### config.mk
export PLATFORM = sky130hd
export DESIGN_NAME = aspd_fifo
export DESIGN_NICKNAME = d
export VERILOG_FILES = /design/src/hdl/aspd_pkg.sv /design/src/hdl/aspd_fifo.sv
export SDC_FILE = /design/constraint.sdc
export NUM_CORES = 1
export LEC_CHECK = 0
export ABC_AREA = 1
export BUFFER_PORTS_ARGS = -buffer_cell sky130_fd_sc_hd__buf_2
export CORE_MARGIN = 8
export CORE_UTILIZATION = 35
export CTS_BUF_LIST = sky130_fd_sc_hd__clkbuf_2
export DETAILED_ROUTE_END_ITERATION = 16
export HOLD_SLACK_MARGIN = 0.15
export PLACE_DENSITY_LB_ADDON = 0.1
export SKIP_LAST_GASP = 1
export SYNTH_ARGS = -nofsm -noshare
export SYNTH_HDL_FRONTEND = slang
export SYNTH_SLANG_ARGS = --single-unit
export TNS_END_PERCENT = 30
### constraint.sdc
create_clock -name clk -period 2.7 [get_ports clk]
set_input_delay 0.27 -clock clk [delete_from_list [all_inputs] [get_ports clk]]
set_output_delay 0.27 -clock clk [all_outputs]
set_load 0.01 [all_outputs]
### src/hdl/aspd_pkg.sv
// Shared constants, codes and the column word type for the pair distance unit.
package aspd_pkg;

  localparam int MAX_LEN_DEF     = 65536;
  localparam int SYMBOL_BITS_DEF = 5;
  localparam int QUEUE_DEPTH     = 4;

  localparam int CHAR_W    = 8;
  localparam int SCORE_W   = 24;
  localparam int DIST_W    = 48;
  localparam int KIND_W    = 2;
  localparam int FRAC_BITS = 16;

  localparam logic [CHAR_W-1:0] GAP_CHAR = 8'h2D;
  localparam logic [CHAR_W-1:0] UNK_CHAR = 8'h4E;

  localparam logic MODE_WRITE  = 1'b0;
  localparam logic MODE_COLUMN = 1'b1;

  localparam logic [KIND_W-1:0] KIND_RAW       = 2'd0;
  localparam logic [KIND_W-1:0] KIND_FRAC      = 2'd1;
  localparam logic [KIND_W-1:0] KIND_MIS_SCORE = 2'd2;
  localparam logic [KIND_W-1:0] KIND_ALL_SCORE = 2'd3;

  // one classified column on its way from the front to the back
  typedef struct packed {
    logic                      site;
    logic                      mis;
    logic                      last;
    logic signed [SCORE_W-1:0] entry;
  } col_t;

endpackage

### src/hdl/aspd_fifo.sv
// Short queue of classified column words between front and back.
module aspd_fifo (
  input  logic          clk,
  input  logic          rst,
  input  logic          push,
  input  aspd_pkg::col_t din,
  output logic          full,
  input  logic          pop,
  output aspd_pkg::col_t dout,
  output logic          empty
);

  localparam int DEPTH = aspd_pkg::QUEUE_DEPTH;
  localparam int AW    = $clog2(DEPTH);
  localparam int CW    = $clog2(DEPTH + 1);

  aspd_pkg::col_t    slots [DEPTH];
  logic [AW-1:0]     wr_ptr;
  logic [AW-1:0]     rd_ptr;
  logic [CW-1:0]     count;
  logic              do_push;
  logic              do_pop;

  assign full    = (count == CW'(DEPTH));
  assign empty   = (count == '0);
  assign do_push = push && !full;
  assign do_pop  = pop && !empty;
  assign dout    = slots[rd_ptr];

  always_ff @(posedge clk) begin
    if (do_push) begin
      slots[wr_ptr] <= din;
    end
    if (rst) begin
      wr_ptr <= '0;
      rd_ptr <= '0;
      count  <= '0;
    end else begin
      if (do_push) begin
        wr_ptr <= (wr_ptr == AW'(DEPTH - 1)) ? '0 : wr_ptr + 1'b1;
      end
      if (do_pop) begin
        rd_ptr <= (rd_ptr == AW'(DEPTH - 1)) ? '0 : rd_ptr + 1'b1;
      end
      if (do_push && !do_pop) begin
        count <= count + 1'b1;
      end else if (do_pop && !do_push) begin
        count <= count - 1'b1;
      end
    end
  end

endmodule

* Yosys cells after proc, flatten, opt, wreduce, memory -nomap -nowiden
Memory sizes are Yosys's and may differ from the RTL's. A register that Yosys moved wholly into a read port is not among the register bits. Cells that the tools add are included.
Cells by class: reductions and logical operators 10, equality and inequality tests 3, add/subtract/negate cells 4, multiplexer cells 8
Operator list (number):
- two-way mux 2 bit | 4
- two-way mux 3 bit | 2
- adder 2 x 1 -> 2 bit, second input constant | 2
- == test 2 bit, second input constant | 2
- logical AND 1 bit | 4
- logical NOT 1 bit | 4
- adder 3 x 1 -> 3 bit, second input constant | 1
- == test 3 bit, second input constant | 1
- logical NOT 3 bit | 1
- subtractor 3 x 1 -> 3 bit, second input constant | 1
- two-way mux 1 bit | 2
- nonzero test 2 bit | 1
Word-level totals: memories kept 1, bits of input ports 31, memory bits (writable) 108, word-level logic and storage cells 29, flip-flop bits (word level) 7
Memory list:
- slots | words 4, width 27, rd ports 1, clocked after memory_dff 1, write ports 1, line aspd_fifo.sv:17 | aspd_pkg::col_t slots [DEPTH];

* Longest topological paths before layout
depth in word-level cells 7, gate-level depth with buffers 13

* Least setup slack after synthesis
OpenSTA, ideal clock, no wires.
kind reg-to-reg, start register count[0], end memory slots[0][0] in the netlist's numbering, enable pin, path buffers 0, clock period less this slack 2.264 ns, data arrival time 1.853 ns, path slack 0.436 ns, cell stages (with the launch flop) 5, library setup time 0.411 ns, cell sequence dfxtp_1 > nor2_1 > nand2_1 > nand2_1 > nor2_1
On the way: word-level cells in the longest chain between the ends 5
Ends and longest elaborated chain:
- start: declaration | line aspd_fifo.sv:20 | logic [CW-1:0] count;
- start signal: assignment | line aspd_fifo.sv:46 | count <= count + 1'b1;
- start signal: assignment | line aspd_fifo.sv:48 | count <= count - 1'b1;
- == test 3 bit | line aspd_fifo.sv:24 | assign full = (count == CW'(DEPTH));
- logical NOT 1 bit | line aspd_fifo.sv:26 | assign do_push = push && !full;
- logical AND 1 bit | line aspd_fifo.sv:26
- two-way mux 1 bit | line aspd_fifo.sv:31 | if (do_push) begin
- two-way mux 1 bit (implied by the code) | line aspd_fifo.sv:32 | slots[wr_ptr] <= din;
- end: declaration | line aspd_fifo.sv:17
Every way passes these cells.

==> flow_metrics.tcl <==
set metrics [dict create \
    power.internal_uw 3110 \
    rows 41 \
    yosysWarnings 0 \
    min_path_type "input port to flip-flop" \
    cts_tree "done" \
    path_clk_slew_ps 180 \
    portBuffers 59 \
    max_freq_mhz 424 \
    die_w_um 130 \
    cts_buffers 17 \
    end_kind "output port" \
    netlist_instances 332 \
    finalSetupViolCount 0 \
    via_count 2872 \
    die_area_um2 16900 \
    p_leak_uw 0.00204 \
    relSlewSlack_pct 68.8 \
    crit_chain "buf_6 > inv_8 > o21ai_0 > o22ai_1 > buf_2" \
    drv_cap 0 \
    powerDensity_nw_per_um2 866 \
    nets 471 \
    seqPwrFrac_pct 48.2 \
    initial_core_util_pct 36.0 \
    final_util_pct 43.7 \
    drcViolationCount 0 \
    placed_area_um2 5040 \
    track_usage_pct 12.5 \
    slowest_stage "buf_6" \
    timing.final.ws_setup_ps 340 \
    hold_viol_final 0 \
    grt_pass1_vias 2947 \
    fin_skew_ps 24.6 \
    grt_max_degree 56 \
    period_share_pct 87.4 \
    status "finished clean" \
    drtPass1Iterations 4 \
    p_clk_share_pct 19.6 \
    min_period_ps 2360 \
    io_pins 60 \
    synth-seq-cells 117 \
    worstSkewPairLatency_ps 650 \
    startpoint_type "flip-flop" \
    drtAntennaViolNets 0 \
    seq_area_frac_synth_pct 75.1 \
    ir_drop_v 0.000433 \
    crit_fanout 55 \
    drtIter0Drc 133 \
    htreeDepth 4 \
    final_cell_mix "108 x edfxtp_1, 65 x nor2_1, 59 x buf_2" \
    drive_above_1_share_pct 23.1 \
    crit_family "buffers and inverters" \
    diodes 0 \
    p_sw_share_pct 35.0 \
    fin_area_um2 5530 \
    cp_data_required_time_ps 2430 \
    synthesis.nets 370 \
    netlist_area_um2 4560 \
    place_congestion 0.731 \
    worst_pin_slew_ps 467 \
    worstSetupPathType "flip-flop to output port" \
    p_sw_uw 1680 \
    cts_root_buf "clkbuf_2" \
    arrival_ps 2090 \
    syn2layout_area_growth_pct 21.4 \
    drv_slew 0 \
    rsz0062_at_grt "no" \
    syn_area_per_cell_um2 13.7 \
    synth_top_area_cell "edfxtp_1" \
    final_common_cell "edfxtp_1" \
    crit_path_max_incr_delay_ps 370 \
    share_comb_of_total_power_pct 32.2 \
    yosysUniqueCellTypes 21 \
    wirelength_mm 9.74 \
    place_hpwl_mm 5.77 \
    clock_path_buffers 2 \
    grt_antenna_before_repair 0 \
    synth_area_leaders "edfxtp_1 71%, nor2_1 5.7%, dfxtp_1 4.0%, o22ai_1 3.7%, o21ai_0 3.5%" \
    die_h_um 130 \
    grt.overflow.total 0 \
    clkSinkCount 117 \
    grt_pass1_wl_mm 15.5 \
    vias_per_cell 4.65 \
    coreArea_um2 12700 \
    critPathBufInv 3 \
    postCtsSetupRepairBufs 0 \
    setup_tns_ps 0 \
    pre_cts_slack_ps 580 \
    yosysTopAreaCellShare_pct 71.2 \
    detail_route.wl_per_cell_um 15.8 \
]
-- sequential cells by signal, summed over array words and instances (netlist names), named ones only --
register  flops
slots       108
count         3
rd_ptr        2
wr_ptr        2
-- per-stage QoR --
stage / std cells / hold WS, ps / power [uW]
floorplan: 332 / 342 / 3350
global placement: 555 / 444 / 3890
detailed placement: 555 / 454 / 3900
CTS: 618 / 282 / 4880
global route: 618 / 258 / 5130
finish: 618 / 350 / 4790
-- cells by family after synthesis --
kind of cell	after synthesis	share of synthesized area [%]
adders and majority gates	7	2.09
and+or+nand+nor	88	7.52
AOI/OAI and AO/OA	85	10.1
buffers and inverters	34	5.00
xor gates and xnor gates	1	0.192
DFF	117	75.1
-- power by group through the flow --
stage               clock [uW]  sequential (uW)  combinational (uW)
CTS                        979             2310                1600
global route              1060             2330                1750
floorplan                    0             2310                1040
detailed placement           0             2350                1550
finish                     940             2310                1540
global placement             0             2350                1540
-- cell type report --
type                       instances  area, um^2
tap                              172         215
fill                            1215        7140
timing repair buffer              98         694
sequential                       117        3430
clock inverter                     9        65.1
clock buffer                      23         115
multi-input combinational        181         936
inverter                          18        80.1
-- cells in the mapped netlist --
cell,instances
buf_6,10
nand4_1,1
buf_2,4
fa_1,1
nand3b_1,2
edfxtp_1,108
o22ai_1,27
buf_4,1
xor2_1,1
nor2_1,69
o21ai_1,23
clkbuf_4,1
nand3_1,2
inv_8,1
a21oi_1,3
o21ai_0,32
nand2_1,14
ha_1,6
inv_1,16
clkinv_4,1
dfxtp_1,9
-- repair_timing --
item                                    4_1_cts  5_1_grt
hold endpoints to repair                    117        0
endpoints found under the setup margin        0       26
hold buffers                                 31        0
resized for setup                             0        2
-- per-layer routing --
layer	up-vias	track usage, %	part of all wire [%]
met5	-	0	0
met4	0	5.33	0.91
met3	7	4.53	5.6
met2	64	20.0	49
met1	1385	14.9	45
li1	1416	-	-
-- worst paths after layout --
| check | to | from | cells after the start | slack, ps |
|---|---|---|---|---|
| setup / recovery | dout[16] | flip-flop | 5 | 340 |
| hold / removal | slots[3][26]$_DFFE_PP_ | din[26] | 2 | 350 |
| setup reg to reg | count[0]$_SDFFE_PP0P_ | count[0]$_SDFFE_PP0P_ | 8 | 400 |
| hold reg to reg | flip-flop | rd_ptr[1]$_SDFFE_PP0P_ | 2 | 540 |
No activity file was read; power rests on OpenSTA's default activity.
