--- src/hdl/aspd_pkg.sv ---
// Shared constants, codes and the column word type for the pair distance unit.
package aspd_pkg;

  localparam int MAX_LEN_DEF     = 65536;
  localparam int SYMBOL_BITS_DEF = 5;
  localparam int QUEUE_DEPTH     = 4;

  localparam int CHAR_W    = 8;
  localparam int SCORE_W   = 24;
  localparam int DIST_W    = 48;
  localparam int KIND_W    = 2;
  localparam int FRAC_BITS = 16;

  localparam logic [CHAR_W-1:0] GAP_CHAR = 8'h2D;
  localparam logic [CHAR_W-1:0] UNK_CHAR = 8'h4E;

  localparam logic MODE_WRITE  = 1'b0;
  localparam logic MODE_COLUMN = 1'b1;

  localparam logic [KIND_W-1:0] KIND_RAW       = 2'd0;
  localparam logic [KIND_W-1:0] KIND_FRAC      = 2'd1;
  localparam logic [KIND_W-1:0] KIND_MIS_SCORE = 2'd2;
  localparam logic [KIND_W-1:0] KIND_ALL_SCORE = 2'd3;

  // one classified column on its way from the front to the back
  typedef struct packed {
    logic                      site;
    logic                      mis;
    logic                      last;
    logic signed [SCORE_W-1:0] entry;
  } col_t;

endpackage

--- src/hdl/aspd_back.sv ---
// Back end: accumulators, shared-site divider and the result register.
module aspd_back #(
  parameter int MAX_LEN = aspd_pkg::MAX_LEN_DEF
) (
  input  logic                                clk,
  input  logic                                rst,
  input  logic [aspd_pkg::KIND_W-1:0]         dist_kind,
  input  logic                                q_empty,
  input  aspd_pkg::col_t                      q_data,
  output logic                                q_pop,
  output logic                                empty,
  input  logic                                pop,
  output logic signed [aspd_pkg::DIST_W-1:0]  distance,
  output logic                                no_shared_sites
);

  localparam int DW  = aspd_pkg::DIST_W;
  localparam int SW  = aspd_pkg::SCORE_W;
  localparam int CW  = $clog2(MAX_LEN + 1);
  localparam int QW  = aspd_pkg::FRAC_BITS + 1;
  localparam int SCW = $clog2(QW + 1);
  localparam logic [CW-1:0] CNT_MAX = CW'(MAX_LEN);
  localparam logic [DW-1:0] SUM_MAX = {1'b0, {(DW-1){1'b1}}};
  localparam logic [DW-1:0] SUM_MIN = {1'b1, {(DW-1){1'b0}}};

  logic [CW-1:0] mis_count;
  logic [CW-1:0] site_count;
  logic [DW-1:0] score_sum;

  logic [CW-1:0] mis_upd;
  logic [CW-1:0] site_upd;
  logic [DW-1:0] sum_upd;
  logic [DW:0]   sum_wide;
  logic          add_en;

  logic          out_valid;
  logic          out_set;

  logic          div_busy;
  logic          div_first;
  logic [SCW-1:0] div_cnt;
  logic [CW:0]   div_rem;
  logic [CW-1:0] div_den;
  logic [QW-1:0] div_quo;
  logic [CW:0]   trial;
  logic          trial_ge;
  logic [CW:0]   rem_next;
  logic [QW-1:0] quo_next;

  // a last word waits until the divider and the result register are free
  assign q_pop = !q_empty && (!q_data.last || (!div_busy && (!out_valid || pop)));
  assign empty = !out_valid;

  // result register loads when the divider finishes or a last word closes a pair directly
  assign out_set = (div_busy && (div_cnt == SCW'(1))) ||
                   (q_pop && q_data.last &&
                    !((dist_kind == aspd_pkg::KIND_FRAC) && (site_upd != '0)));

  always_comb begin
    mis_upd  = mis_count;
    site_upd = site_count;
    if (q_data.site) begin
      site_upd = (site_count >= CNT_MAX) ? CNT_MAX : site_count + 1'b1;
      if (q_data.mis) begin
        mis_upd = (mis_count >= CNT_MAX) ? CNT_MAX : mis_count + 1'b1;
      end
    end
    add_en = q_data.site && ((dist_kind == aspd_pkg::KIND_ALL_SCORE) ||
                             ((dist_kind == aspd_pkg::KIND_MIS_SCORE) && q_data.mis));
    sum_wide = {score_sum[DW-1], score_sum} +
               {{(DW+1-SW){q_data.entry[SW-1]}}, q_data.entry};
    if (!add_en) begin
      sum_upd = score_sum;
    end else if (sum_wide[DW] != sum_wide[DW-1]) begin
      sum_upd = sum_wide[DW] ? SUM_MIN : SUM_MAX;
    end else begin
      sum_upd = sum_wide[DW-1:0];
    end
  end

  // restoring divide, one quotient bit a cycle; the first step takes no shift
  always_comb begin
    trial    = div_first ? div_rem : {div_rem[CW-1:0], 1'b0};
    trial_ge = (trial >= {1'b0, div_den});
    rem_next = trial_ge ? trial - {1'b0, div_den} : trial;
    quo_next = {div_quo[QW-2:0], trial_ge};
  end

  always_ff @(posedge clk) begin
    if (rst) begin
      mis_count  <= '0;
      site_count <= '0;
      score_sum  <= '0;
      out_valid  <= 1'b0;
      div_busy   <= 1'b0;
    end else begin
      if (out_set) begin
        out_valid <= 1'b1;
      end else if (pop && out_valid) begin
        out_valid <= 1'b0;
      end
      if (div_busy) begin
        div_first <= 1'b0;
        div_rem   <= rem_next;
        div_quo   <= quo_next;
        div_cnt   <= div_cnt - 1'b1;
        if (div_cnt == SCW'(1)) begin
          div_busy        <= 1'b0;
          distance        <= DW'(quo_next);
          no_shared_sites <= 1'b0;
        end
      end
      if (q_pop) begin
        if (q_data.last) begin
          mis_count  <= '0;
          site_count <= '0;
          score_sum  <= '0;
          case (dist_kind)
            aspd_pkg::KIND_RAW: begin
              distance        <= DW'(mis_upd) << aspd_pkg::FRAC_BITS;
              no_shared_sites <= 1'b0;
            end
            aspd_pkg::KIND_FRAC: begin
              if (site_upd == '0) begin
                distance        <= '0;
                no_shared_sites <= 1'b1;
              end else begin
                div_busy  <= 1'b1;
                div_first <= 1'b1;
                div_cnt   <= SCW'(QW);
                div_rem   <= {1'b0, mis_upd};
                div_den   <= site_upd;
                div_quo   <= '0;
              end
            end
            default: begin
              distance        <= sum_upd;
              no_shared_sites <= 1'b0;
            end
          endcase
        end else begin
          mis_count  <= mis_upd;
          site_count <= site_upd;
          score_sum  <= sum_upd;
        end
      end
    end
  end

endmodule

--- config.mk ---
export PLATFORM = sky130hd
export DESIGN_NAME = aspd_back
export DESIGN_NICKNAME = d
export VERILOG_FILES = /design/src/hdl/aspd_pkg.sv /design/src/hdl/aspd_back.sv
export SDC_FILE = /design/constraint.sdc
export NUM_CORES = 1
export LEC_CHECK = 0
export BUFFER_PORTS_ARGS = -buffer_cell sky130_fd_sc_hd__buf_2
export CAP_MARGIN = 25
export CORE_MARGIN = 2
export CORE_UTILIZATION = 56
export DETAILED_ROUTE_END_ITERATION = 6
export HOLD_SLACK_MARGIN = 0.03
export PLACE_DENSITY = 0.8
export SLEW_MARGIN = 40
export SYNTH_ARGS = -nofsm -noshare
export SYNTH_HDL_FRONTEND = slang
export SYNTH_SLANG_ARGS = --single-unit
--- constraint.sdc ---
create_clock -name clk -period 4.4 [get_ports clk]
set_input_delay 0.88 -clock clk [delete_from_list [all_inputs] [get_ports clk]]
set_output_delay 0.88 -clock clk [all_outputs]
set_load 0.01 [all_outputs]
# ---- Yosys cells after proc, flatten, opt, wreduce, memory -nomap -nowiden
# Cells that the tools add are included.
dict set report word_totals {
  regBits 191
  output_inout_bits 51
  wordCells 103
  in_bits 33
}
dict set report classes {
  reduce_logical 23
  eq_ne 5
  n_bitwise 2
  addsub 5
  magnitude_cmp 3
  n_mux 53
}
# operator n
set ops {}
lappend ops {{$mux 48} 9}
lappend ops {{$mux 17} 12}
lappend ops {{$mux 18} 7}
lappend ops {{$pmux 48 s2} 1}
lappend ops {{$add 48x24->49} 1}
lappend ops {{$add 17x1->17 const B} 2}
lappend ops {{$ge 17x17->1 const B} 2}
lappend ops {{$mux 5} 5}
lappend ops {{$mux 1} 19}
lappend ops {{$ge 18x17->1} 1}
lappend ops {{$sub 18x17->18} 1}
lappend ops {{$logic_not 17->1} 1}
lappend ops {{$reduce_bool 17->1} 1}
lappend ops {{$logic_and 1x1->1} 9}
lappend ops {{$eq 5x1->1 const B} 1}
lappend ops {{$logic_not 1->1} 5}
lappend ops {{$reduce_and 5->1} 1}
lappend ops {{$sub 5x1->5 const B} 1}
lappend ops {{$eq 2x2->1 const B} 2}
lappend ops {{$logic_or 1x1->1} 4}
lappend ops {{$eq 2x1->1 const B} 1}
lappend ops {{$logic_not 2->1} 1}
lappend ops {{$not 1->1} 2}
lappend ops {{$reduce_bool 2->1} 1}
lappend ops {{$ne 1x1->1} 1}

# ---- Longest topological paths before layout
dict set report depth {
  word_depth 9
  depth_mapped 15
  depth_no_buf 12
}

# ---- Worst setup path before layout
# No wires, ideal clock.
dict set report synth_path {
  kind {input to register}
  from {input rst}
  to {register score_sum[10]}
  setup_ns 0.060
  path_slack_ns 0.225
  cell_stages 6
  required_ns 4.340
  arrival_ns 4.115
  path_buffers 2
  path_cell_list {clkbuf_1 -> inv_1 -> nand2_1 -> nor2_1 -> clkbuf_1 -> a22o_1}
}
# item line
set synth_rtl {}
lappend synth_rtl {{from (decl)} aspd_back.sv:6} ;# input logic rst,
lappend synth_rtl {{to (signal assigned)} aspd_back.sv:144} ;# score_sum <= sum_upd;
lappend synth_rtl {{to (decl)} aspd_back.sv:28} ;# logic [DW-1:0] score_sum;

# ---- Worst setup path in the final report
dict set report layout_path {
  from {input q_data[23] (netlist bit)}
  to {register score_sum[36]}
}
dict set report layout_between {
  elab_chain_cells 5
  elab_cells_between_ends 6
  classes_between {add/sub (1); eq/ne (1); mux (4)}
}
# item line
set layout_lines {}
lappend layout_lines {{from (decl)} aspd_back.sv:9} ;# input aspd_pkg::col_t q_data,
lappend layout_lines {{$add 48x24->49 *} aspd_back.sv:70} ;# sum_wide = {score_sum[DW-1], score_sum} +
lappend layout_lines {{$mux 48 / $ne 1x1->1 (equally long branches)} {aspd_back.sv:75, aspd_back.sv:74}}
lappend layout_lines {{$mux 48 *} aspd_back.sv:74} ;# end else if (sum_wide[DW] != sum_wide[DW-1]) begin
lappend layout_lines {{$mux 48 *} aspd_back.sv:72} ;# if (!add_en) begin
lappend layout_lines {{$mux 48 *} aspd_back.sv:114} ;# if (q_data.last) begin
# Mark *: on every way between the ends. The rest lies on a longest branch, timed or not.
# A chain may end at the register's enable or synchronous reset.

==> impl_metrics.toml <==
[timing]
fmax_mhz = 251
period_share_pct = 90.6
setup_viol = 0
hold_viol = 0
period_needed_ps = 3980
maxSlewViolCount = 0
slew_headroom_pct = 47.5
clock_skew_ps = 10.2
tightest_slew_ps = 767
rsz0062_at_grt = "false"

[critical_path]
r2r_slack_ps = 430
critical_path_arrival_ps = 4330
worstPathRequired_ps = 4750
timing.rr.end = "div_rem[13]$_DFFE_PN_"
cp-end-kind = "flop"
worstPathMaxFanout = 17
worst_r2r_path_depth = 14
critPathLaunchType = "input port"
r2r-start = "div_first$_DFFE_PN_"
crit_type = "input port to flop"

[synth]
ys.flop_type = "edfxtp_1"
synthMuxAreaShare_pct = 3.51
synth_fa_ha_area_share_pct = 7.18
ys_ff_latch = 190
ys_types = 77
yosysTopAreaCellShare_pct = 23.8
synth_nets = 1682
synthCells = 1576
synth-xor-area-share_pct = 4.40
async_flop_share_pct = 0
syn_area_um2 = 13300
yosys-top-cells-area = "edfxtp_1 (24%), dfxtp_1 (13%), ha_1 (6.7%), a21oi_1 (5.7%), nand2_1 (4.8%)"
synthSimpleGateAreaFrac_pct = 17.6
synth_warnings = 0
synth_area_per_cell_um2 = 8.47
synth_compound_area_share_pct = 26.8
yosysSeqAreaShare_pct = 36.4
synth.most_common_cell = "nand2_1"
synth_edf_count = 106
yosysTopAreaCell = "edfxtp_1"
synth_top_family_by_area = "compound AO/OA/AOI/OAI gates"
synth_top_cells_by_count = "nand2_1 (172), nor2_1 (170), a21oi_1 (153)"

[floorplanning]
io_pins = 84
start_util_pct = 57.0
die_h_um = 158
rows = 56
die_w_um = 158
core_area_um2 = 23400
die-area_um2 = 25100

[run_status]
status = "complete, no violations"

[global_route]
grt_util_met1_pct = 45.8
grt_pass1_wl_mm = 65.0
met3_usage_pct = 5.88
busiest_layer = "met2"
grt_use_total_pct = 33.4
grt_overflow = 0
grt_max_degree = 75
grt_pass1_vias = 11848
grt_util_met2_pct = 53.3
antenna_found_initial = 0

[clocking]
cts_made_buffers = 17
cts-htree-levels = 4
cts_setup_buffers = 0
cts_buffer_depth = 2
cts_resized = 0
cts_hold_buf = 0
clkSinkCount = 190
cts_root_buffer = "clkbuf_16"
clk_latency_ps = 440
cts_tree = "done"
clk_pin_slew_worst_paths_ps = 80

[detailed_routing]
drt_wl_total_mm = 41.5
ant_nets = 0
first_pass_iters = 6
via_per_inst = 6.50
dr_total_vias = 13021
drc = 0
routedWlPerCell_um = 20.7
drt-initial-drc-count = 1493

[placed_design]
hpwl_mm = 31.8
routabilityCongestion = 0.972
dpl-instance-area_um2 = 14500
port_buffers = 83

[job]
drv_cap = 0

[hold_path]
hold_class = "flop to flop"
hold_depth = 2
hold_end = "score_sum[37]$_SDFFE_PP0P_"
min_from = "score_sum[37]$_SDFFE_PP0P_"

[power_and_ir_drop]
vdd_drop_max_mv = 0.238
p_leak_nw = 6.17
powerDensity_nw_per_um2 = 295

[finish]
drive_gt1_share_pct = 13.2
layout.nets = 1777
area_growth_syn_to_layout_pct = 13.1
final_cell_area_um2 = 15100
fill_cells = 2037
utilization_pct = 64.5
==> worst max-delay path, cell delays in order <==
cell,delay (ps)
buf_2,160
buf_12,170
ha_1,390
nand2_1,140
nor2_1,170
nand2_1,150
a2111oi_0,690
o2111ai_1,250
o21a_1,230
nand2_1,390
buf_4,230
nand2_1,100
buf_12,160
o31ai_1,200
==> stage by stage <==
stage / TNS [ps] / setup WS, ps / instances / hold slack, ps / total power, mW
2_1_floorplan: 0 / 225 / 1576 / 449 / 2.59
3_3_place_gp: 0 / 82.8 / 1971 / 468 / 2.87
3_5_place_dp: -0.964 / -0.964 / 1971 / 480 / 2.89
4_1_cts: 0 / 455 / 2003 / 489 / 4.44
5_1_grt: 0 / 175 / 2003 / 507 / 4.60
6_report: 0 / 415 / 2004 / 487 / 4.45
==> cell families after synthesis <==
family / count (synthesis)
compound gates: 541
simple gates: 517
flops: 190
buf+inv: 140
fa+ha+maj: 76
xor+xnor: 67
mux: 45
==> how the worst max path moves through the flow <==
stage / start / endpoint / slack (ps) / depth (start not counted)
final: q_data[23] / score_sum[36]$_SDFFE_PP0P_ / 420 / 14
after CTS: q_data[23] / score_sum[36]$_SDFFE_PP0P_ / 460 / 14
after global routing: div_first$_DFFE_PN_ / div_rem[13]$_DFFE_PN_ / 180 / 14
after global placement: q_data[23] / distance[35]$_DFFE_PN_ / 80 / 13
after detailed placement: q_data[23] / distance[35]$_DFFE_PN_ / -1 / 13
after floorplan: rst / score_sum[10]$_SDFFE_PP0P_ / 230 / 6
==> power by group <==
part / switching [mW] / total (mW) / leakage, nW / internal, mW
Sequential: 0.0627 / 2.03 / 1.70 / 1.97
Clock: 0.763 / 1.58 / 0.287 / 0.817
Combinational: 0.518 / 0.840 / 4.19 / 0.322
Total: 1.34 / 4.45 / 6.17 / 3.11
==> metal layers <==
layer	vias up	wire length, um
met4	0	1180
met2	627	19200
li1	6115	-
met5	-	0
met1	6199	18000
met3	80	3190
==> sequential cells by signal (all words and copies together), names as in the netlist <==
register         flops
distance            48
div_busy             1
div_cnt              5
div_den             17
div_first            1
div_quo             16
div_rem             18
mis_count           17
no_shared_sites      1
out_valid            1
score_sum           48
site_count          17
==> layout make-up <==
type | count | area (um2) | area share [%]
well taps | 319 | 399 | 2.64
inverters | 55 | 208 | 1.38
flip-flops and latches | 190 | 4860 | 32.2
clock buffers | 18 | 429 | 2.84
repair buffers | 161 | 1080 | 7.15
diodes | 1 | 2.50 | 0.0166
clock inverters | 14 | 169 | 1.12
multi-input cells | 1246 | 7950 | 52.6
==> cell usage in the layout, fill, tap and decap left out, types with 17 or more instances in the layout <==
| cell | n |
|---|---|
| nand2_1 | 172 |
| nor2_1 | 167 |
| a21oi_1 | 152 |
| edfxtp_1 | 106 |
| o21ai_0 | 103 |
| dfxtp_1 | 84 |
| buf_2 | 83 |
| ha_1 | 71 |
| buf_4 | 71 |
| inv_1 | 52 |
| nand3_1 | 46 |
| xor2_1 | 35 |
| a22oi_1 | 34 |
| xnor2_1 | 32 |
| a21o_1 | 32 |
| mux2i_1 | 31 |
| nand4_1 | 25 |
| and3_1 | 19 |
| o21a_1 | 19 |
| a221o_1 | 19 |
| a22o_1 | 19 |
| o221ai_1 | 18 |
| nor3_1 | 17 |
| clkbuf_16 | 17 |
Note: power is estimated with default switching activity, not from simulation.
